--- src/rtl/spf_pkg.sv ---
`default_nettype none

package spf_pkg;

	// field and register widths
	localparam int SAMPLE_W = 16;
	localparam int LENGTH_BITS = 24;
	localparam int GAIN_W = 15;
	localparam int COLS_W = 11;
	localparam int COL_W = 10;
	localparam int LEVEL_W = 8;
	localparam int CFG_IDX_W = 2;
	localparam int CFG_DATA_W = LENGTH_BITS;

	// fade, gain and envelope limits
	localparam int FADE_SAMPLES = 128;
	localparam int FADE_W = $clog2(FADE_SAMPLES + 1);
	localparam int MAX_COLUMNS = 1024;
	localparam int GAIN_MAX_Q12 = 16384;
	localparam int GW_W = GAIN_W + FADE_W;

	// filter arithmetic
	localparam int HP_FRAC = 15;
	localparam int HP_COEF_Q15 = 31752;
	localparam int STATE_W = 32;
	localparam int DIFF_W = STATE_W + 1;
	localparam int COMP_W = STATE_W + 4;
	localparam int NUM_W = COMP_W + GW_W + 1;
	localparam int SCALE_SHIFT = 29 + $clog2(FADE_SAMPLES);

	// column stepping
	localparam int STEP_W = LENGTH_BITS + 1;

	// request queue between front and back
	localparam int QUEUE_DEPTH = 4;

	// register indexes
	localparam logic [CFG_IDX_W-1:0] REG_GAIN = 2'd0;
	localparam logic [CFG_IDX_W-1:0] REG_LENGTH = 2'd1;
	localparam logic [CFG_IDX_W-1:0] REG_COLUMNS = 2'd2;

	// effective configuration after clamping
	typedef struct packed {
		logic [GAIN_W-1:0] gain;
		logic [LENGTH_BITS-1:0] len;
		logic [COLS_W-1:0] cols;
	} spf_cfg_t;

	// one classified request
	typedef struct packed {
		logic signed [SAMPLE_W-1:0] sample;
		logic first;
		logic filt;
		logic [FADE_W-1:0] weight;
		logic eot;
	} spf_item_t;

endpackage

`default_nettype wire

--- src/rtl/spf_queue.sv ---
`default_nettype none

module spf_queue
	import spf_pkg::*;
(
	input wire logic clk,
	input wire logic arst_n,
	input wire logic push,
	input wire spf_item_t push_item,
	input wire logic pop,
	output logic full,
	output logic empty,
	output spf_item_t head
);

	localparam int PTR_W = $clog2(QUEUE_DEPTH);
	localparam int CNT_W = $clog2(QUEUE_DEPTH + 1);

	spf_item_t mem_q [QUEUE_DEPTH];
	logic [PTR_W-1:0] wr_q;
	logic [PTR_W-1:0] rd_q;
	logic [CNT_W-1:0] cnt_q;

	assign full = cnt_q == CNT_W'(QUEUE_DEPTH);
	assign empty = cnt_q == '0;
	assign head = mem_q[rd_q];

	// entry storage
	always_ff @(posedge clk) begin
		if (push) begin
			mem_q[wr_q] <= push_item;
		end
	end

	// pointers and fill count
	always_ff @(posedge clk or negedge arst_n) begin
		if (!arst_n) begin
			wr_q <= '0;
			rd_q <= '0;
			cnt_q <= '0;
		end else begin
			if (push) begin
				wr_q <= wr_q + 1'b1;
			end
			if (pop) begin
				rd_q <= rd_q + 1'b1;
			end
			if (push && !pop) begin
				cnt_q <= cnt_q + 1'b1;
			end else if (pop && !push) begin
				cnt_q <= cnt_q - 1'b1;
			end
		end
	end

endmodule

`default_nettype wire

--- config.mk ---
export PLATFORM = sky130hd
export DESIGN_NAME = spf_queue
export DESIGN_NICKNAME = d
export VERILOG_FILES = /design/src/rtl/spf_pkg.sv /design/src/rtl/spf_queue.sv
export SDC_FILE = /design/constraint.sdc
export NUM_CORES = 1
export LEC_CHECK = 0
export ABC_CLOCK_PERIOD_IN_PS = 1700
export BUFFER_PORTS_ARGS = -buffer_cell sky130_fd_sc_hd__buf_2
export CAP_MARGIN = 20
export CORE_MARGIN = 2
export CORE_UTILIZATION = 51
export CTS_BUF_LIST = sky130_fd_sc_hd__clkbuf_4 sky130_fd_sc_hd__clkbuf_8 sky130_fd_sc_hd__clkbuf_16
export CTS_CLUSTER_SIZE = 8
export DETAILED_ROUTE_END_ITERATION = 8
export PLACE_DENSITY = 0.84
export SETUP_SLACK_MARGIN = 0.2
export SYNTH_ARGS = -nofsm -noshare
export SYNTH_HDL_FRONTEND = slang
export SYNTH_SLANG_ARGS = --single-unit
--- constraint.sdc ---
create_clock -name clk -period 1.7 [get_ports clk]
set_input_delay 0.34 -clock clk [delete_from_list [all_inputs] [get_ports clk]]
set_output_delay 0.34 -clock clk [all_outputs]
set_load 0.03 [all_outputs]
==> results_dict.tcl, run 1 <==
set metrics [dict create \
    status "finished, violations left" \
    failed_checks "setup timing" \
    grtUsageMet2 0.2972 \
    cp_data_required_time_ns 1.36 \
    slowest_delay_ns 0.54 \
    skew_ns 0.005449 \
    drc 0 \
    synth_area_um2 4299 \
    cp_max_fo 6 \
    numCtsBuffers 17 \
    synth.distinct_cells 20 \
    globalRouteMet1Util 0.2167 \
    critPathCaptureType "output port" \
    crit_end "head[19]" \
    use_met3 0.06500 \
    first_pass_iters 4 \
    r2r_start "cnt_q[0]" \
    placed_cells 346 \
    syn_inst 175 \
    cp-start-kind "register" \
    p_leak_nw 2.077 \
    arrival_ns 1.86 \
    crit_buf_inv 3 \
    grt-busiest-layer "met2" \
    finalCriticalPeriod_ns 2.197 \
    synth_seq_cells 115 \
    final_nets 307 \
    dp_hpwl_um 4658 \
    ir_drop_v 0.0009968 \
    postSynthAreaPerCell_um2 24.57 \
    pin_count 60 \
    setup_ws_ns -0.4968 \
    rr_worst_depth 5 \
    antenna_cells 0 \
    num_vias 2081 \
    final_cells 388 \
    avgViaCountPerCell 5.363 \
    portBuffers 59 \
    drive_gt1_frac 0.5230 \
    timing.rr.end "cnt_q[2]" \
    clockBufferDepth 2 \
    die_w_um 95.82 \
    fmax_ghz 0.4552 \
    rsz0062_at_grt "true" \
    wl_um 7820 \
    clk_latency_ns 0.49 \
    yosysWarnings 0 \
    path_cells "buf_12 -> buf_12 -> mux4_2 -> buf_6" \
    wl_per_cell_um 20.15 \
    setup_viol 27 \
    root_buffer "clkbuf_8" \
    worstSetupStartpoint "rd_q[0]" \
    area_growth_syn_to_layout_pct 32.42 \
    antenna_found_initial 1 \
    final-hold-violation-count 0 \
    fin_crit_sh 1.292 \
    core_area_um2 8175 \
    r2r_slack_ns 0.24 \
    die_area_um2 9181 \
    die_height_um 95.82 \
    grt_pass1_wl_um 11520 \
    power.density_nw_per_um2 2028 \
    postRouteAntennaNets 0 \
    syn_nets 212 \
    gp_congestion 0.6737 \
    path_depth 4 \
    grtUsageTotal 0.1825 \
    clk_pin_slew_ns 0.05 \
    max_cap_viol_count 0 \
    drtIter0Drc 125 \
    hold_path_class "in2reg" \
    crit_type "reg2out" \
    clock_sinks 115 \
    max-slew-margin-rel 0.8147 \
    fillerInstances 503 \
    whs_ns 0.05757 \
    initial_core_util 0.5259 \
    grt_pass1_vias 2173 \
    grt_overflow 0 \
    cts_htree_levels 4 \
    row_count 33 \
    grt_max_degree 23 \
    worst_pin_slew_ns 0.2779 \
    cts_tree "yes" \
    maxSlewViolCount 0 \
    slowest_stage "mux4_2" \
    cpMostUsedCell "buf_12" \
    cpLargestDelayFamily "multiplexers" \
    ys_seq_area_frac 0.7951 \
]
[worst min path at each step]
stage,startpoint,end,slack [ns],cells after the start
4_1_cts,push_item[7],mem_q[3][7],0.04,1
6_report,push_item[9],mem_q[0][9],0.06,1
2_1_floorplan,arst_n,cnt_q[0],0.04,0
5_1_grt,push_item[26],mem_q[3][26],0.04,1
3_3_place_gp,arst_n,cnt_q[0],0.19,1
3_5_place_dp,arst_n,cnt_q[2],0.20,1
[worst register-to-register path, stage by stage (launching register included)]
cell	delay, ns
dfrtp_2	0.43
buf_4	0.15
fa_2	0.37
xor2_1	0.16
nor2_1	0.12
xor2_1	0.15
[what timing repair did]
item	in CTS	in global routing
hold buffers	1	0
hold endpoints to repair	7	0
gates resized for setup	50	13
pin swaps	1	2
buffers inserted	3	4
endpoints found under the setup margin	29	51
cloned	0	2
[sequential cells by signal, summed over array words and instances (netlist names)]
signal	cells
cnt_q	3
mem_q	108
rd_q	2
wr_q	2
[report_power, final]
group,internal (W),switching (W)
Combinational,0.00206,0.00218
Sequential,0.00374,0.000206
Clock,0.00223,0.00113
Total,0.00803,0.00352
[cell usage after synthesis]
cell type,n,area [µm²]
edfxtp_1,108,3243
mux4_2,26,585.6
dfrtp_1,7,175.2
ha_1,5,62.56
and2_1,4,25.02
inv_1,4,15.01
xor2_1,4,35.03
buf_2,3,15.01
nand2_1,2,7.510
xnor2_1,2,17.52
buf_12,1,20.02
buf_4,1,7.510
buf_6,1,11.26
fa_1,1,20.02
mux2_2,1,11.26
mux4_1,1,26.28
nor2_1,1,3.750
nor3_1,1,5.000
nor3b_1,1,7.510
o21ai_0,1,5.000
[through the flow]
step / worst slack, ns / setup TNS [ns] / power (W) / area, µm² / utilization
2_1_floorplan: 0.1001 / 0 / 0.006350 / 4309 / -
3_3_place_gp: 0.04046 / 0 / 0.007292 / 4831 / 0.5909
3_5_place_dp: 0.01023 / 0 / 0.007385 / 4831 / 0.5909
4_1_cts: -0.5145 / -12.70 / 0.01132 / 5580 / 0.6826
5_1_grt: -0.5524 / -14.17 / 0.01202 / 5693 / 0.6964
6_report: -0.4968 / -12.63 / 0.01154 / 5693 / 0.6964
[placed cells by master, fill, tap and decap left out]
master         count
nor3_2             1
clkbuf_4           2
nand2_1            2
xor2_1             4
buf_12             5
o21ai_0            1
and2_2             3
and2_4             1
buf_2             30
edfxtp_1         108
xnor2_1            2
nor2_1             1
clkbuf_16         18
buf_4             21
clkinv_2           5
clkinv_1           3
clkbuf_8           1
fa_2               1
ha_1               5
mux2_2             1
dfrtp_2            3
mux4_2            27
inv_1              4
clkinvlp_4         2
nor3b_2            1
dlygate4sd3_1      1
bufinv_16          3
buf_6             23
dfrtp_1            4
[final cells by class]
type,count,area [µm²],share of cell area
clock buffers,19,429.2,0.07538
clock inverters,13,141.4,0.02484
inverters,4,15.01,0.002637
multi-input cells,50,827.0,0.1453
flip-flops and latches,115,3422,0.6011
well taps,105,131.4,0.02308
repair buffers,82,726.9,0.1277
[layer usage]
| metal | share of wire | vias up |
|---|---|---|
| li1 | - | 923 |
| met1 | 0.41 | 1066 |
| met2 | 0.51 | 78 |
| met3 | 0.062 | 12 |
| met4 | 0.018 | 2 |
| met5 | 0.0017 | - |
[cells by family after synthesis]
| family | count (synthesis) | share of synthesized area |
|---|---|---|
| adder cells (fa/ha/maj) | 6 | 0.01921 |
| flip-flops | 115 | 0.7951 |
| multiplexers | 28 | 0.1449 |
| buffers and inverters | 10 | 0.01601 |
| AND/OR/NAND/NOR | 9 | 0.01135 |
| AO/OA/AOI/OAI | 1 | 0.001163 |
| XOR/XNOR | 6 | 0.01222 |
(Power assumes the default switching activity.)
==> run 2, diff against run 1 <==
--- a/config.mk
+++ b/config.mk
@@ -10,7 +10,6 @@
 export CAP_MARGIN = 20
 export CORE_MARGIN = 2
 export CORE_UTILIZATION = 51
-export CTS_BUF_LIST = sky130_fd_sc_hd__clkbuf_4 sky130_fd_sc_hd__clkbuf_8 sky130_fd_sc_hd__clkbuf_16
 export CTS_CLUSTER_SIZE = 8
 export DETAILED_ROUTE_END_ITERATION = 8
 export PLACE_DENSITY = 0.84
==> results_dict.tcl, run 2 (synthesis results as in run 1) <==
set metrics [dict create \
    status "finished, violations left" \
    failed_checks "setup timing" \
    power.density_nw_per_um2 2027 \
    rsz0062_at_grt "true" \
    slowest_delay_ns 0.54 \
    p_leak_nw 2.070 \
    multi_input_area_um2 827.0 \
    clk_pin_slew_ns 0.05 \
    skew_ns 0.006389 \
    clock_sinks 115 \
    swShare 0.3063 \
    drive_gt1_frac 0.5159 \
    fin_crit_sh 1.294 \
    cpMostUsedCell "buf_12" \
    power_frac_clock 0.289 \
    wl_um 7838 \
    place_ws_ns 0.01023 \
    antenna_found_initial 1 \
    pin_count 60 \
    first_pass_iters 4 \
    cts_htree_levels 4 \
    wl_per_cell_um 20.20 \
    drc 0 \
    grt_max_degree 23 \
    placed_cells 346 \
    mostFrequentLayoutCells "edfxtp_1, buf_2, mux4_2" \
    avgViaCountPerCell 5.361 \
    die_w_um 95.82 \
    grt_pass1_vias 2178 \
    gp_congestion 0.6737 \
    portBuffers 59 \
    grtUsageTotal 0.1825 \
    setup_viol 27 \
    cp-start-kind "register" \
    area_growth_syn_to_layout_pct 32.25 \
    final-hold-violation-count 0 \
    grt_overflow 0 \
    row_count 33 \
    reg.largest.list "mem_q (108), cnt_q (3)" \
    postRouteAntennaNets 0 \
    regArea_um2 3422 \
    numCtsBuffers 17 \
    path_cells "buf_12 -> buf_12 -> mux4_2 -> buf_6" \
    final_cells 388 \
    core_area_um2 8175 \
    tns_ns -12.72 \
    setup_ws_ns -0.4999 \
    p_sw_w 0.003530 \
    p_seq_frac 0.342 \
    clockBufferDepth 2 \
    cts_tree "yes" \
    grt_pass1_wl_um 11520 \
    ir_drop_v 0.0009958 \
    antenna_cells 0 \
    hold_path_class "in2reg" \
    p_total_w 0.01152 \
    clk_latency_ns 0.50 \
    root_buffer "clkbuf_8" \
    largest_reg_flops 108 \
    num_vias 2080 \
    internal_power_w 0.007994 \
    max_cap_viol_count 0 \
    max-slew-margin-rel 0.8126 \
    finalCriticalPeriod_ns 2.200 \
    cp_max_fo 6 \
    fmax_ghz 0.4546 \
    worst_pin_slew_ns 0.2812 \
    final_nets 307 \
    die_height_um 95.82 \
    layout_commonest_cell "edfxtp_1" \
    dp_hpwl_um 4658 \
    top_register "mem_q" \
    die_area_um2 9181 \
    p_comb_frac 0.369 \
    critPathCaptureType "output port" \
    fillerInstances 506 \
    postLayoutCoreUtil 0.6954 \
    cp_data_required_time_ns 1.36 \
    slowest_stage "mux4_2" \
    crit_type "reg2out" \
    arrival_ns 1.86 \
    maxSlewViolCount 0 \
    drtIter0Drc 118 \
    initial_core_util 0.5259 \
]
-- run 2: cell count changes in the layout (fill, tap and decap cells not counted) --
cell	previous run	this run
clkbuf_4	2	0
clkbuf_1	0	2
-- run 2: layout make-up --
cell class              instances  area share
flip-flops and latches        115      0.6019
multi-input cells              50      0.1455
repair buffers                 82      0.1279
clock buffers                  19     0.07416
clock inverters                13     0.02487
well taps                     105     0.02311
inverters                       4    0.002641
-- run 2: layer usage --
layer / global-route usage / routed length (µm)
met2: 0.2972 / 4067
met1: 0.2167 / 3217
met5: 0 / 13
met4: 0.09048 / 144
met3: 0.06500 / 395
-- run 2: power by group through the flow --
stage	logic [W]	registers [W]	clock network [W]
floorplan	0.00245	0.00390	0
global placement	0.00334	0.00395	0
detailed placement	0.00338	0.00401	0
CTS	0.00395	0.00396	0.00338
global route	0.00449	0.00398	0.00351
finish	0.00425	0.00394	0.00333
-- run 2: repair_timing --
action                     in CTS  in global routing
gates resized for setup        50                 13
setup endpoints to repair      29                 51
cloned                          0                  2
hold endpoints to repair        7                  0
hold buffers                    1                  0
pin swaps                       1                  2
buffers inserted                3                  4
-- run 2: path summary, 6_finish.rpt --
check,from,end,slack [ns],cells past startpoint
max in group asynchronous,arst_n,cnt_q[1],1.29,2
min,push_item[9],mem_q[0][9],0.05,1
min in group asynchronous,arst_n,cnt_q[0],0.22,2
max reg2reg,cnt_q[0],cnt_q[2],0.24,5
max,rd_q[0],head[19],-0.50,4
min reg2reg,cnt_q[2],cnt_q[2],0.52,1
-- run 2: critical path, delay by kind of cell (launching register included) --
kind / cells / cell delay [ns]
DFF: 1 / 0.38
muxes: 1 / 0.54
buffers and inverters: 3 / 0.44
-- run 2: metrics by stage --
step | hold slack (ns) | area (µm²)
6_report | 0.05289 | 5685
2_1_floorplan | 0.04441 | 4309
5_1_grt | 0.03576 | 5685
3_3_place_gp | 0.1864 | 4831
3_5_place_dp | 0.1953 | 4831
4_1_cts | 0.03617 | 5573
==> run 3, diff against run 2 <==
--- a/config.mk
+++ b/config.mk
@@ -8,8 +8,10 @@
 export ABC_CLOCK_PERIOD_IN_PS = 1700
 export BUFFER_PORTS_ARGS = -buffer_cell sky130_fd_sc_hd__buf_2
 export CAP_MARGIN = 20
+export CELL_PAD_IN_SITES_DETAIL_PLACEMENT = 0
+export CELL_PAD_IN_SITES_GLOBAL_PLACEMENT = 1
 export CORE_MARGIN = 2
-export CORE_UTILIZATION = 51
+export CORE_UTILIZATION = 45
 export CTS_CLUSTER_SIZE = 8
 export DETAILED_ROUTE_END_ITERATION = 8
 export PLACE_DENSITY = 0.84
==> constraint.sdc (replaced) <==
create_clock -name clk -period 1.7 [get_ports clk]
set_input_delay 0.34 -clock clk [delete_from_list [all_inputs] [get_ports clk]]
set_output_delay 0.34 -clock clk [all_outputs]
set_load 0.02 [all_outputs]
==> results_dict.tcl, run 3 (synthesis results as in run 1) <==
set metrics [dict create \
    avgViaCountPerCell 4.904 \
    drtIter0Drc 67 \
    root_buffer "clkbuf_8" \
    multi_input_area_um2 825.8 \
    grtUsageTotal 0.1474 \
    r2r_slack_ns 0.23 \
    layout_commonest_cell "edfxtp_1" \
    fin_crit_sh 1.252 \
    grt_overflow 0 \
    clock_sinks 115 \
    die_height_um 101.7 \
    p_leak_nw 1.976 \
    row_count 35 \
    clk_latency_ns 0.49 \
    die_area_um2 10350 \
    pin_count 60 \
    critPathCaptureType "output port" \
    grt_pass1_vias 2112 \
    arrival_ns 1.79 \
    crit_type "reg2out" \
    finalCriticalPeriod_ns 2.128 \
    power.density_nw_per_um2 1868 \
    postRouteAntennaNets 0 \
    num_vias 1991 \
    max_cap_viol_count 0 \
    clk_pin_slew_ns 0.05 \
    grt_max_degree 21 \
    skew_ns 0.006167 \
    portBuffers 59 \
    rsz0062_at_grt "true" \
    tns_ns -10.91 \
    antenna_found_initial 0 \
    ir_drop_v 0.001090 \
    cts_tree "yes" \
    final_nets 302 \
    cp_data_required_time_ns 1.36 \
    maxSlewViolCount 0 \
    reg.largest.list "mem_q (108), cnt_q (3)" \
    grt_pass1_wl_um 10860 \
    place_ws_ns 0.02424 \
    mostFrequentLayoutCells "edfxtp_1, buf_2, mux4_2" \
    core_area_um2 9240 \
    status "finished, violations left" \
    clockBufferDepth 2 \
    initial_core_util 0.4653 \
    placed_cells 370 \
    gp_congestion 0.7136 \
    failed_checks "setup timing" \
    max-slew-margin-rel 0.8207 \
    cts_htree_levels 4 \
    hold_path_class "in2reg" \
    wl_per_cell_um 17.38 \
    wl_um 7055 \
    p_total_w 0.01027 \
    final_cells 406 \
    largest_reg_flops 108 \
    dp_hpwl_um 4459 \
    cp_max_fo 15 \
    antenna_cells 0 \
    regArea_um2 3421 \
    die_w_um 101.7 \
    setup_viol 27 \
    numCtsBuffers 17 \
    area_growth_syn_to_layout_pct 27.85 \
    cp-start-kind "register" \
    top_register "mem_q" \
    whs_ns 0.06021 \
    first_pass_iters 4 \
    drc 0 \
    fillerInstances 663 \
    drive_gt1_frac 0.5090 \
    final-hold-violation-count 0 \
    setup_ws_ns -0.4280 \
    worst_pin_slew_ns 0.2690 \
    fmax_ghz 0.4699 \
]
[run 3: cell types whose count changed in the layout (fill, tap and decap cells not counted), moves of 2 or more]
| cell | before | now |
|---|---|---|
| buf_6 | 23 | 4 |
| clkbuf_16 | 18 | 16 |
| buf_4 | 21 | 12 |
| clkinv_1 | 3 | 1 |
| buf_2 | 30 | 54 |
[run 3: worst max-delay path, cell delays in order, from the launching register on]
cell and delay [ns]:
dfrtp_2 0.42, buf_12 0.19, mux4_2 0.52, buf_2 0.17
[run 3: metrics by stage]
stage | util | instance area (µm²)
after global placement | 0.5282 | 4881
final | 0.5949 | 5497
after global routing | 0.5949 | 5497
after detailed placement | 0.5282 | 4881
after CTS | 0.5917 | 5468
after floorplan | - | 4304
[run 3: routing by layer]
metal	track usage	vias to the layer above	share of wire
li1	-	908	-
met1	0.1940	1016	0.44
met2	0.2333	59	0.51
met3	0.04555	8	0.045
met4	0.05613	0	0.0086
met5	0	-	0
[run 3: path summary, 6_finish.rpt]
kind,startpoint,endpoint,cells past startpoint
setup / recovery,rd_q[0],head[26],3
hold / removal,pop,rd_q[0],2
setup reg to reg,cnt_q[1],cnt_q[2],5
hold reg to reg,cnt_q[2],cnt_q[2],1
max in group asynchronous,arst_n,rd_q[0],2
min in group asynchronous,arst_n,cnt_q[2],2
[run 3: what timing repair did]
action                                  CTS  global route
endpoints found under the hold margin     7             0
setup buffers                             3             1
gates resized for setup                   7             7
pin swaps                                 3             3
endpoints found under the setup margin   29            30
hold buffers                              1             0
[run 3: layout make-up]
type | count | share of cell area
clock inverters | 12 | 0.02117
well taps | 129 | 0.02936
inverters | 4 | 0.002732
multi-input cells | 50 | 0.1502
repair buffers | 77 | 0.09743
flip-flops and latches | 115 | 0.6224
clock buffers | 19 | 0.07671
[run 3: power by group]
group | total, W | switching (W) | internal, W
Combinational | 0.00316 | 0.00166 | 0.00150
Clock | 0.00317 | 0.00113 | 0.00205
Sequential | 0.00393 | 0.000203 | 0.00373
