$ cat src/rtl/spf_pkg.sv
`default_nettype none

package spf_pkg;

	// field and register widths
	localparam int SAMPLE_W = 16;
	localparam int LENGTH_BITS = 24;
	localparam int GAIN_W = 15;
	localparam int COLS_W = 11;
	localparam int COL_W = 10;
	localparam int LEVEL_W = 8;
	localparam int CFG_IDX_W = 2;
	localparam int CFG_DATA_W = LENGTH_BITS;

	// fade, gain and envelope limits
	localparam int FADE_SAMPLES = 128;
	localparam int FADE_W = $clog2(FADE_SAMPLES + 1);
	localparam int MAX_COLUMNS = 1024;
	localparam int GAIN_MAX_Q12 = 16384;
	localparam int GW_W = GAIN_W + FADE_W;

	// filter arithmetic
	localparam int HP_FRAC = 15;
	localparam int HP_COEF_Q15 = 31752;
	localparam int STATE_W = 32;
	localparam int DIFF_W = STATE_W + 1;
	localparam int COMP_W = STATE_W + 4;
	localparam int NUM_W = COMP_W + GW_W + 1;
	localparam int SCALE_SHIFT = 29 + $clog2(FADE_SAMPLES);

	// column stepping
	localparam int STEP_W = LENGTH_BITS + 1;

	// request queue between front and back
	localparam int QUEUE_DEPTH = 4;

	// register indexes
	localparam logic [CFG_IDX_W-1:0] REG_GAIN = 2'd0;
	localparam logic [CFG_IDX_W-1:0] REG_LENGTH = 2'd1;
	localparam logic [CFG_IDX_W-1:0] REG_COLUMNS = 2'd2;

	// effective configuration after clamping
	typedef struct packed {
		logic [GAIN_W-1:0] gain;
		logic [LENGTH_BITS-1:0] len;
		logic [COLS_W-1:0] cols;
	} spf_cfg_t;

	// one classified request
	typedef struct packed {
		logic signed [SAMPLE_W-1:0] sample;
		logic first;
		logic filt;
		logic [FADE_W-1:0] weight;
		logic eot;
	} spf_item_t;

endpackage

`default_nettype wire

$ cat src/rtl/spf_front.sv
`default_nettype none

module spf_front
	import spf_pkg::*;
(
	input wire logic clk,
	input wire logic arst_n,
	input wire logic in_valid,
	output logic in_stall,
	input wire logic signed [SAMPLE_W-1:0] sample,
	input wire logic first,
	input wire spf_cfg_t cfg,
	input wire logic q_full,
	output logic push,
	output spf_item_t push_item
);

	localparam logic [LENGTH_BITS-1:0] IDX_MAX = '1;
	localparam logic [LENGTH_BITS-1:0] FADE_LEN = LENGTH_BITS'(FADE_SAMPLES);
	localparam logic [LENGTH_BITS-1:0] FILT_MIN = LENGTH_BITS'(2 * FADE_SAMPLES);

	logic [LENGTH_BITS-1:0] idx_q;
	logic [LENGTH_BITS-1:0] idx;
	logic [LENGTH_BITS-1:0] len_m1;
	logic [LENGTH_BITS-1:0] fade_end;
	logic [FADE_W-1:0] weight;

	assign in_stall = q_full;
	assign push = in_valid && !q_full;

	// sample position within the take, restarted by the first mark
	assign idx = first ? '0 : idx_q;
	assign len_m1 = cfg.len - 1'b1;
	assign fade_end = cfg.len - FADE_LEN;

	// fade weight: ramp up, flat, ramp down, zero past the end
	always_comb begin
		if (idx >= cfg.len) begin
			weight = '0;
		end else if (idx < FADE_LEN) begin
			weight = idx[FADE_W-1:0];
		end else if (idx >= fade_end) begin
			weight = FADE_W'(cfg.len - idx);
		end else begin
			weight = FADE_W'(FADE_SAMPLES);
		end
	end

	// classified request
	always_comb begin
		push_item.sample = sample;
		push_item.first = first;
		push_item.filt = cfg.len >= FILT_MIN;
		push_item.weight = weight;
		push_item.eot = idx == len_m1;
	end

	// saturating sample counter
	always_ff @(posedge clk or negedge arst_n) begin
		if (!arst_n) begin
			idx_q <= '0;
		end else if (push) begin
			idx_q <= (idx != IDX_MAX) ? idx + 1'b1 : idx;
		end
	end

endmodule

`default_nettype wire

$ cat config.mk
export PLATFORM = sky130hd
export DESIGN_NAME = spf_front
export DESIGN_NICKNAME = d
export VERILOG_FILES = /design/src/rtl/spf_pkg.sv /design/src/rtl/spf_front.sv
export SDC_FILE = /design/constraint.sdc
export NUM_CORES = 1
export LEC_CHECK = 0
export ABC_CLOCK_PERIOD_IN_PS = 6100
export BUFFER_PORTS_ARGS = -buffer_cell sky130_fd_sc_hd__clkbuf_2
export CORE_MARGIN = 2
export CORE_UTILIZATION = 45
export DETAILED_ROUTE_END_ITERATION = 6
export PLACE_DENSITY = 0.69
export SLEW_MARGIN = 0
export SYNTH_ARGS = -nofsm -noshare
export SYNTH_HDL_FRONTEND = slang
export SYNTH_SLANG_ARGS = --single-unit
$ cat constraint.sdc
create_clock -name clk -period 6.1 [get_ports clk]
set_clock_uncertainty 0.15 [all_clocks]
set_input_delay 1.22 -clock clk [delete_from_list [all_inputs] [get_ports clk]]
set_output_delay 1.22 -clock clk [all_outputs]
set_load 0.05 [all_outputs]
==> impl_metrics.py, run 1 <==
metrics = {
    "min_path": {
        "hold_path_depth": 1,
        "hp-class": "flop to flop",
        "holdPathEnd": "idx_q[1]",
        "hold_start": "idx_q[1]",
    },
    "synthesis": {
        "syn_avg_cell_area_sq_um": 7.844,
        "synthArstFlopShare_pct": 100.0,
        "synth_top_area_cell": "ha_1",
        "synth.cell_area_sq_um": 4016,
        "synth-edff-count": 0,
        "synth_area_leaders": "ha_1, dfrtp_1, xnor2_1",
        "ys.flop_type": "dfrtp_1",
        "synth_cell_type_count": 64,
        "synth_top_area_share_pct": 16.82,
        "synth_cells": 512,
        "syn_nets": 638,
        "yosys_warnings": 0,
        "ys_ff_latch": 24,
        "ys_seq_area_share_pct": 14.95,
    },
    "cts": {
        "clkTransAtPathRegs_ps": 80,
        "post_cts_buffers": 0,
        "clock-sinks": 24,
        "h-tree-depth": 1,
        "cts_tree": "built",
        "cts_buffer_depth": 2,
        "cts_root_buf": "clkbuf_8",
        "clk_latency_ps": 270,
        "numCtsBuffers": 3,
    },
    "critical_path": {
        "path_class": "input pin to output pin",
        "rr_worst_depth": 9,
        "worst_setup_path_start_kind": "input pin",
        "cp-end-kind": "output pin",
        "reg2reg_to": "idx_q[13]",
        "required_ps": 4730,
        "cp_max_fo": 8,
        "r2r-start": "idx_q[1]",
        "r2r_setup_slack_ps": 3130,
        "worst_ep_arrival_time_ps": 4550,
    },
    "detailed_routing": {
        "wl_met1_microns": 4776,
        "first_iter_violations": 221,
        "highest_layer": "met4",
        "wl_per_cell_microns": 16.47,
        "drt_first_pass_iters": 5,
        "via_count": 3772,
        "wl_met3_microns": 488,
        "wl_microns": 10670,
        "detail-route-antenna-nets": 0,
        "wl_met2_microns": 5175,
        "via_per_inst": 5.821,
        "drc_errors": 0,
    },
    "placement": {
        "hpwl_microns": 8682,
        "place.gp.congestion": 0.9602,
        "numPortBuffers": 41,
        "place_ws_ps": 103.2,
    },
    "timing": {
        "min_period_ps": 5923,
        "fin_crit_sh_pct": 97.10,
        "drv_slew": 0,
        "slew_headroom_pct": 26.75,
        "tightest_slew_ps": 1087,
        "rsz0062_at_grt": "no",
        "hold_viol_final": 0,
        "finalWorstSetupSlack_ps": 177.0,
        "fmaxAchievable_mhz": 168.8,
        "fin_tns_setup_ps": 0,
        "setup_violations": 0,
    },
    "floorplan": {
        "die_h_microns": 98.48,
        "placementRows": 34,
        "die-width_microns": 98.48,
        "core_area_sq_um": 8678,
        "pin_count": 100,
        "start_util_pct": 46.28,
        "dieArea_sq_um": 9697,
    },
    "job": {
        "drv_cap": 0,
    },
    "grt": {
        "grt_pass1_vias": 3710,
        "antenna_found_initial": 0,
        "overflow": 0,
        "grt_first_pass_wirelength_microns": 17860,
        "grt_start_max_net_pins": 25,
        "grt_usage_pct": 22.06,
    },
    "run_status": {
        "status": "completed",
    },
    "finish": {
        "syn_to_final_growth_pct": 9.533,
        "num_antenna_cells": 0,
        "drive_gt1_share_pct": 15.74,
        "largest_register_ffs": 24,
        "final_nets": 668,
        "largest_register": "idx_q",
        "reg_top3": "idx_q x24",
    },
    "power": {
        "p_leak_nw": 1.974,
        "ir_drop_mv": 0.09820,
        "cellPowerDensity_nw_per_um2": 103.9,
    },
}
==> metal layers <==
metal / global-route usage [%] / up-vias
li1: - / 1845
met1: 29.67 / 1784
met2: 37.52 / 118
met3: 2.340 / 25
met4: 6.533 / 0
met5: 0 / -
==> metrics by stage <==
stage               cells  utilization, %  hold WS [ps]  cell area (sq um)   power, W
finish                648           50.69         430.9               4399  0.0004572
detailed placement    645           50.01         405.3               4340  0.0003627
CTS                   648           50.49         426.2               4382  0.0004582
global placement      645           50.01         394.5               4340  0.0003568
global route          648           50.69         440.9               4399  0.0004835
floorplan             512               -         368.3               4059  0.0003323
==> layout by cell type (no fill, tap or decap), types with 3 or more instances in the layout <==
cell type,instances
buf_4,19
a21o_1,16
nand4_1,16
nand2_1,49
and3_1,3
nand2b_1,6
and2_1,3
a21oi_2,5
nor4_1,8
nor3b_1,3
or3_1,4
a31oi_1,4
dfrtp_1,24
nor2_1,26
nand3_1,24
inv_1,34
nor2b_1,24
ha_1,54
clkbuf_2,40
clkbuf_8,3
xor2_1,13
xnor2_1,62
and4_1,3
o21ai_0,3
o21a_1,3
a21oi_1,23
nor3_1,17
==> cells in the mapped netlist, types with 4 or more instances <==
cell and instances:
nor2_1 26, inv_1 34, nand2b_1 6, a21o_1 16, nor2b_1 24, nor4_1 9
ha_1 54, nand4_1 16, xor2_1 13, clkbuf_1 11, xnor2_1 62, nand2_1 49
nor3_1 18, buf_4 18, a21oi_1 28, a31oi_1 4, nand3_1 24, dfrtp_1 24
or3_1 4
==> worst max-delay path, stage by stage <==
cell	delay [ps]
clkbuf_2	100
or4_4	610
nor4_2	220
nand3_1	150
xnor2_1	150
ha_1	290
a21o_1	190
a221o_1	340
a221oi_1	380
o21a_1	240
o41ai_4	150
a22oi_1	180
nor2_1	60
clkbuf_2	280
==> kinds of logic after synthesis <==
family | after synthesis | share of synthesized area, %
simple gates | 207 | 28.63
compound gates | 79 | 13.43
xor+xnor | 76 | 16.76
buf+inv | 69 | 8.380
fa+ha+maj | 55 | 17.32
flops | 24 | 14.95
mux | 2 | 0.5296
==> worst max-delay path by stage <==
stage | startpoint | end | slack (ps)
after global routing | cfg[19] | push_item[1] | 30
after CTS | cfg[19] | push_item[4] | 90
after floorplan | cfg[18] | push_item[6] | 20
final | cfg[24] | push_item[1] | 180
after detailed placement | cfg[19] | push_item[4] | 100
after global placement | cfg[19] | push_item[1] | 170
==> timing repair <==
action	4_1_cts	5_1_grt
resized for setup	0	4
endpoints found under the setup margin	0	8
endpoints found under the hold margin	0	0
hold buffers	0	0
==> cell type report <==
type | instances | area, sq um
Multi-Input combinational cell | 419 | 3147
Inverter | 34 | 127.6
Tap cell | 108 | 135.1
Sequential cell | 24 | 600.6
Fill cell | 868 | 4279
Timing Repair Buffer | 60 | 347.8
Clock buffer | 3 | 41.29
==> report_power, final <==
part	internal, W	switching [W]
clock	0.0000443	0.0000508
combinational	0.0000739	0.000117
sequential	0.000165	0.00000585
(Power assumes the default switching activity.)
==> run 2, diff against run 1 <==
Settings changed: CORE_ASPECT_RATIO from default to 0.75.
==> run 2 against run 1 <==
The run now ends with DRC left. Power up 13%. Hold slack worse by 14 ps. Combinational power about the same. Register-to-register slack better by 130 ps. Non-clock buffer count down 2. First-iteration DRC count up 15%.
==> impl_metrics.py, run 2 (same netlist as run 1, synthesis figures left out) <==
metrics = {
    "run_status": {
        "status": "complete, but fails checks",
        "violations": "DRC",
    },
    "floorplan": {
        "pin_count": 100,
        "placementRows": 29,
        "die-width_microns": 113.1,
        "start_util_pct": 46.90,
        "dieArea_sq_um": 9705,
        "die_h_microns": 85.82,
        "core_area_sq_um": 8563,
    },
    "critical_path": {
        "worst_setup_path_start_kind": "input pin",
        "worst_ep_arrival_time_ps": 4520,
        "cp_max_fo": 8,
        "cp-end-kind": "output pin",
        "path_class": "input pin to output pin",
        "reg2reg_to": "idx_q[15]",
        "r2r_setup_slack_ps": 3260,
        "required_ps": 4730,
        "rr_worst_depth": 9,
        "r2r-start": "idx_q[1]",
    },
    "timing": {
        "tightest_slew_ps": 1107,
        "min_period_ps": 5893,
        "drv_slew": 0,
        "fin_crit_sh_pct": 96.61,
        "holdWs_ps": 417.3,
        "finalWorstSetupSlack_ps": 206.6,
        "setup_violations": 0,
        "fmaxAchievable_mhz": 169.7,
        "slew_headroom_pct": 25.41,
        "hold_viol_final": 0,
    },
    "power": {
        "p_int_w": 0.0003388,
        "p_leak_nw": 1.993,
        "swShare_pct": 34.46,
        "p_total_w": 0.0005169,
        "combPwrFrac_pct": 36.8,
        "clkPwrFrac_pct": 30.1,
        "pwr-share-seq_pct": 33.1,
        "ir_drop_mv": 0.1490,
        "switchingPower_w": 0.0001781,
        "cellPowerDensity_nw_per_um2": 116.6,
    },
    "finish": {
        "layout.cells.most_common": "xnor2_1",
        "largest_register": "idx_q",
        "syn_to_final_growth_pct": 10.34,
        "final_nets": 666,
        "reg_top3": "idx_q x24",
        "instances_no_fill": 647,
        "drive_gt1_share_pct": 15.58,
        "largest_register_ffs": 24,
        "layout_common_cells": "xnor2_1, ha_1, nand2_1",
        "num_antenna_cells": 0,
        "fillCellCount": 845,
    },
    "grt": {
        "overflow": 0,
        "antenna_found_initial": 0,
        "grt_pass1_vias": 3580,
        "grt_first_pass_wirelength_microns": 17350,
        "grt_usage_pct": 21.87,
        "grt_start_max_net_pins": 28,
    },
    "detailed_routing": {
        "drc_errors": 5,
        "via_count": 3785,
        "via_per_inst": 5.850,
        "wl_microns": 10630,
        "drt_first_pass_iters": 7,
        "detail-route-antenna-nets": 0,
        "wl_per_cell_microns": 16.42,
        "first_iter_violations": 254,
    },
    "min_path": {
        "holdPathEnd": "idx_q[1]",
        "hold_start": "idx_q[1]",
        "hold_path_depth": 1,
        "hp-class": "flop to flop",
    },
    "cts": {
        "clock-sinks": 24,
        "cts_buffer_depth": 2,
        "h-tree-depth": 1,
        "cts_tree": "built",
        "numCtsBuffers": 3,
        "cts_hold_buf": 0,
        "cts_root_buf": "clkbuf_16",
        "clk_latency_ps": 260,
        "clkTransAtPathRegs_ps": 60,
    },
    "placement": {
        "hpwl_microns": 8714,
        "numPortBuffers": 41,
        "place_ws_ps": 122.8,
        "place.gp.congestion": 0.9736,
        "dp_cells": 642,
    },
    "job": {
        "drv_cap": 0,
    },
}
-- run 2: cell types whose count changed in the layout (fill, tap and decap cells not counted) --
cell	previous run	this run
buf_2	1	6
clkbuf_2	40	35
clkbuf_16	0	3
buf_4	19	17
clkbuf_8	3	1
-- run 2: how the worst max path moves through the flow --
stage | from | to | slack [ps] | cells past startpoint
5_1_grt | cfg[19] | push_item[1] | -10 | 16
4_1_cts | cfg[25] | push_item[1] | 110 | 14
2_1_floorplan | cfg[18] | push_item[6] | 20 | 13
6_report | cfg[25] | push_item[3] | 210 | 14
3_5_place_dp | cfg[25] | push_item[1] | 120 | 14
3_3_place_gp | cfg[25] | push_item[1] | 170 | 14
-- run 2: metal layers --
layer,global-route usage (%),vias to the layer above,routed length [microns]
met2,35.27,125,4630
met1,32.34,1797,5175
met5,0,-,0
li1,-,1850,-
met3,1.343,13,707
met4,4.656,0,112
-- run 2: through the flow --
stage | setup TNS, ps | utilization, % | area, sq um
floorplan | 0 | - | 4059
global placement | 0 | 50.42 | 4318
detailed placement | 0 | 50.42 | 4318
CTS | 0 | 51.46 | 4407
global route | -12.74 | 51.75 | 4432
finish | 0 | 51.75 | 4432
-- run 2: worst max-delay path, cell delays in order --
cell and delay (ps):
clkbuf_2 150, or4_4 610, nor4_2 210, nand3_1 140, xnor2_1 140, ha_1 290
a21o_1 190, a221o_1 350, a221oi_1 360, o21a_1 240, o41ai_4 150, nand3_1 140
a21oi_2 60, clkbuf_2 280
-- run 2: repair_timing --
action	4_1_cts	5_1_grt
setup endpoints to repair	0	8
resized for setup	0	9
buffers inserted	0	1
hold endpoints to repair	0	0
-- run 2: cell type report --
type                            count  area [sq um]  area share (%)
Multi-Input combinational cell    419          3147           71.01
Sequential cell                    24         600.6           13.55
Timing Repair Buffer               58         332.8           7.510
Tap cell                          108         135.1           3.049
Inverter                           34         127.6           2.880
Clock buffer                        4         88.84           2.005
-- run 2: power by group through the flow --
stage | clock, W | combinational [W] | sequential, W
final | 0.000156 | 0.000190 | 0.000171
after CTS | 0.000159 | 0.000188 | 0.000171
after detailed placement | 0 | 0.000187 | 0.000174
after floorplan | 0 | 0.000160 | 0.000172
after global placement | 0 | 0.000181 | 0.000174
after global routing | 0.000165 | 0.000210 | 0.000172
==> run 3, diff against run 2 <==
==> constraint.sdc (replaced) <==
create_clock -name clk -period 6.1 [get_ports clk]
set_clock_uncertainty 0.15 [all_clocks]
set_input_delay 0.61 -clock clk [delete_from_list [all_inputs] [get_ports clk]]
set_output_delay 0.61 -clock clk [all_outputs]
set_load 0.05 [all_outputs]
==> run 3 against run 2 <==
The flow still finishes with violations (DRC). Clock-buffer cell count decreased by 1. Design area decreased by 3.7%. Non-clock buffer count down 15.
==> impl_metrics.py, run 3 (same netlist as run 1, synthesis figures left out) <==
metrics = {
    "timing": {
        "hold_viol_final": 0,
        "fmaxAchievable_mhz": 190.6,
        "tightest_slew_ps": 748.8,
        "finalWorstSetupSlack_ps": 852.2,
        "fin_crit_sh_pct": 86.03,
        "min_period_ps": 5248,
        "fin_tns_setup_ps": 0,
        "setup_violations": 0,
        "slew_headroom_pct": 50.08,
        "drv_slew": 0,
        "rsz0062_at_grt": "no",
    },
    "power": {
        "combPwrFrac_pct": 33.7,
        "pwr-share-seq_pct": 31.9,
        "clkPwrFrac_pct": 34.4,
        "swShare_pct": 32.43,
        "cellPowerDensity_nw_per_um2": 125.7,
        "switchingPower_w": 0.0001740,
        "p_leak_nw": 1.874,
        "ir_drop_mv": 0.1879,
        "p_int_w": 0.0003625,
    },
    "finish": {
        "largest_register_ffs": 24,
        "largest_register": "idx_q",
        "num_antenna_cells": 0,
        "reg_top3": "idx_q x24",
        "layout.cells.most_common": "xnor2_1",
        "layout_common_cells": "xnor2_1, ha_1, nand2_1",
        "syn_to_final_growth_pct": 6.262,
        "drive_gt1_share_pct": 11.26,
        "final_nets": 651,
    },
    "cts": {
        "cts_hold_buf": 0,
        "clk_latency_ps": 250,
        "cts_buffer_depth": 2,
        "h-tree-depth": 1,
        "cts_tree": "built",
        "post_cts_buffers": 0,
        "cts_root_buf": "clkbuf_16",
        "cts_resized": 0,
        "clkTransAtPathRegs_ps": 60,
        "clock-sinks": 24,
        "numCtsBuffers": 3,
    },
    "floorplan": {
        "pin_count": 100,
        "core_area_sq_um": 8563,
        "dieArea_sq_um": 9705,
        "start_util_pct": 46.90,
        "placementRows": 29,
        "die-width_microns": 113.1,
        "die_h_microns": 85.82,
    },
    "grt": {
        "overflow": 0,
        "antenna_found_initial": 0,
        "grt_start_max_net_pins": 37,
        "grt_first_pass_wirelength_microns": 17150,
        "grt_pass1_vias": 3454,
        "grt_usage_pct": 21.49,
    },
    "run_status": {
        "status": "complete, but fails checks",
        "violations": "DRC",
    },
    "critical_path": {
        "path_class": "input pin to output pin",
        "worst_setup_path_start_kind": "input pin",
        "cp_max_fo": 10,
        "required_ps": 5340,
        "worst_ep_arrival_time_ps": 4490,
        "cp-end-kind": "output pin",
    },
    "detailed_routing": {
        "drc_errors": 6,
        "via_count": 3667,
        "via_per_inst": 5.802,
        "wl_microns": 10320,
        "detail-route-antenna-nets": 0,
        "drt_first_pass_iters": 7,
        "first_iter_violations": 241,
        "wl_per_cell_microns": 16.32,
    },
    "placement": {
        "place_ws_ps": 900.0,
        "hpwl_microns": 8319,
        "numPortBuffers": 41,
        "place.gp.congestion": 0.9669,
    },
    "min_path": {
        "hp-class": "input pin to asynchronous set/reset pin",
    },
    "job": {
        "drv_cap": 0,
    },
}
-- run 3: changes by cell type in the layout (fill, tap and decap cells not counted), moves of 2 or more --
| cell | previous run | this run |
|---|---|---|
| a21oi_1 | 23 | 28 |
| a21oi_2 | 5 | 0 |
| buf_2 | 6 | 0 |
| buf_4 | 17 | 2 |
| clkbuf_2 | 35 | 41 |
| o41ai_1 | 1 | 3 |
-- run 3: final timing paths --
kind	startpoint	end	slack [ps]	cells after the start
min in group clk	idx_q[2]	idx_q[2]	420	2
max reg2reg	idx_q[1]	idx_q[15]	3250	9
max	cfg[18]	push_item[8]	850	16
max in group asynchronous	arst_n	idx_q[4]	5200	1
min reg2reg	idx_q[2]	idx_q[2]	420	2
min	arst_n	idx_q[16]	200	1
-- run 3: stage by stage --
step | power [W] | hold WS (ps) | cell area [sq um] | cells | util, %
2_1_floorplan | 0.0003306 | 164.4 | 4016 | 512 | -
3_3_place_gp | 0.0003477 | 391.6 | 4163 | 628 | 48.61
3_5_place_dp | 0.0003527 | 404.9 | 4163 | 628 | 48.61
4_1_cts | 0.0005383 | 223.3 | 4268 | 632 | 49.84
5_1_grt | 0.0005659 | 254.2 | 4268 | 632 | 49.84
6_report | 0.0005365 | 198.3 | 4268 | 632 | 49.84
-- run 3: worst max-delay path: stages --
cell,delay (ps)
clkbuf_2,220
inv_1,280
ha_1,240
nor3b_2,480
nor2b_4,330
nand2_1,100
xnor2_1,140
ha_1,290
and3_1,170
a221o_1,300
a221oi_1,350
o21a_1,190
o41ai_1,90
buf_4,180
a211oi_1,190
clkbuf_2,310
-- run 3: power groups by stage --
stage	sequential [W]	clock, W	combinational, W
6_report	0.000171	0.000185	0.000181
5_1_grt	0.000172	0.000194	0.000200
3_3_place_gp	0.000173	0	0.000174
3_5_place_dp	0.000174	0	0.000179
2_1_floorplan	0.000172	0	0.000158
4_1_cts	0.000171	0.000187	0.000180
-- run 3: final cells by class --
class | instances | area [sq um]
clock inverter | 1 | 30.03
fill | 809 | 4295
multi-input combinational | 419 | 3079
clock buffer | 3 | 75.07
tap | 108 | 135.1
sequential | 24 | 600.6
timing repair buffer | 43 | 220.2
inverter | 34 | 127.6
-- run 3: layer usage --
layer	wire length (microns)	up-vias	track usage [%]	share of wire (%)
met1	5410	1747	33.91	52
met4	40	0	3.215	0.39
li1	-	1808	-	-
met5	0	-	0	0
met2	4357	106	32.72	42
met3	508	6	1.272	4.9
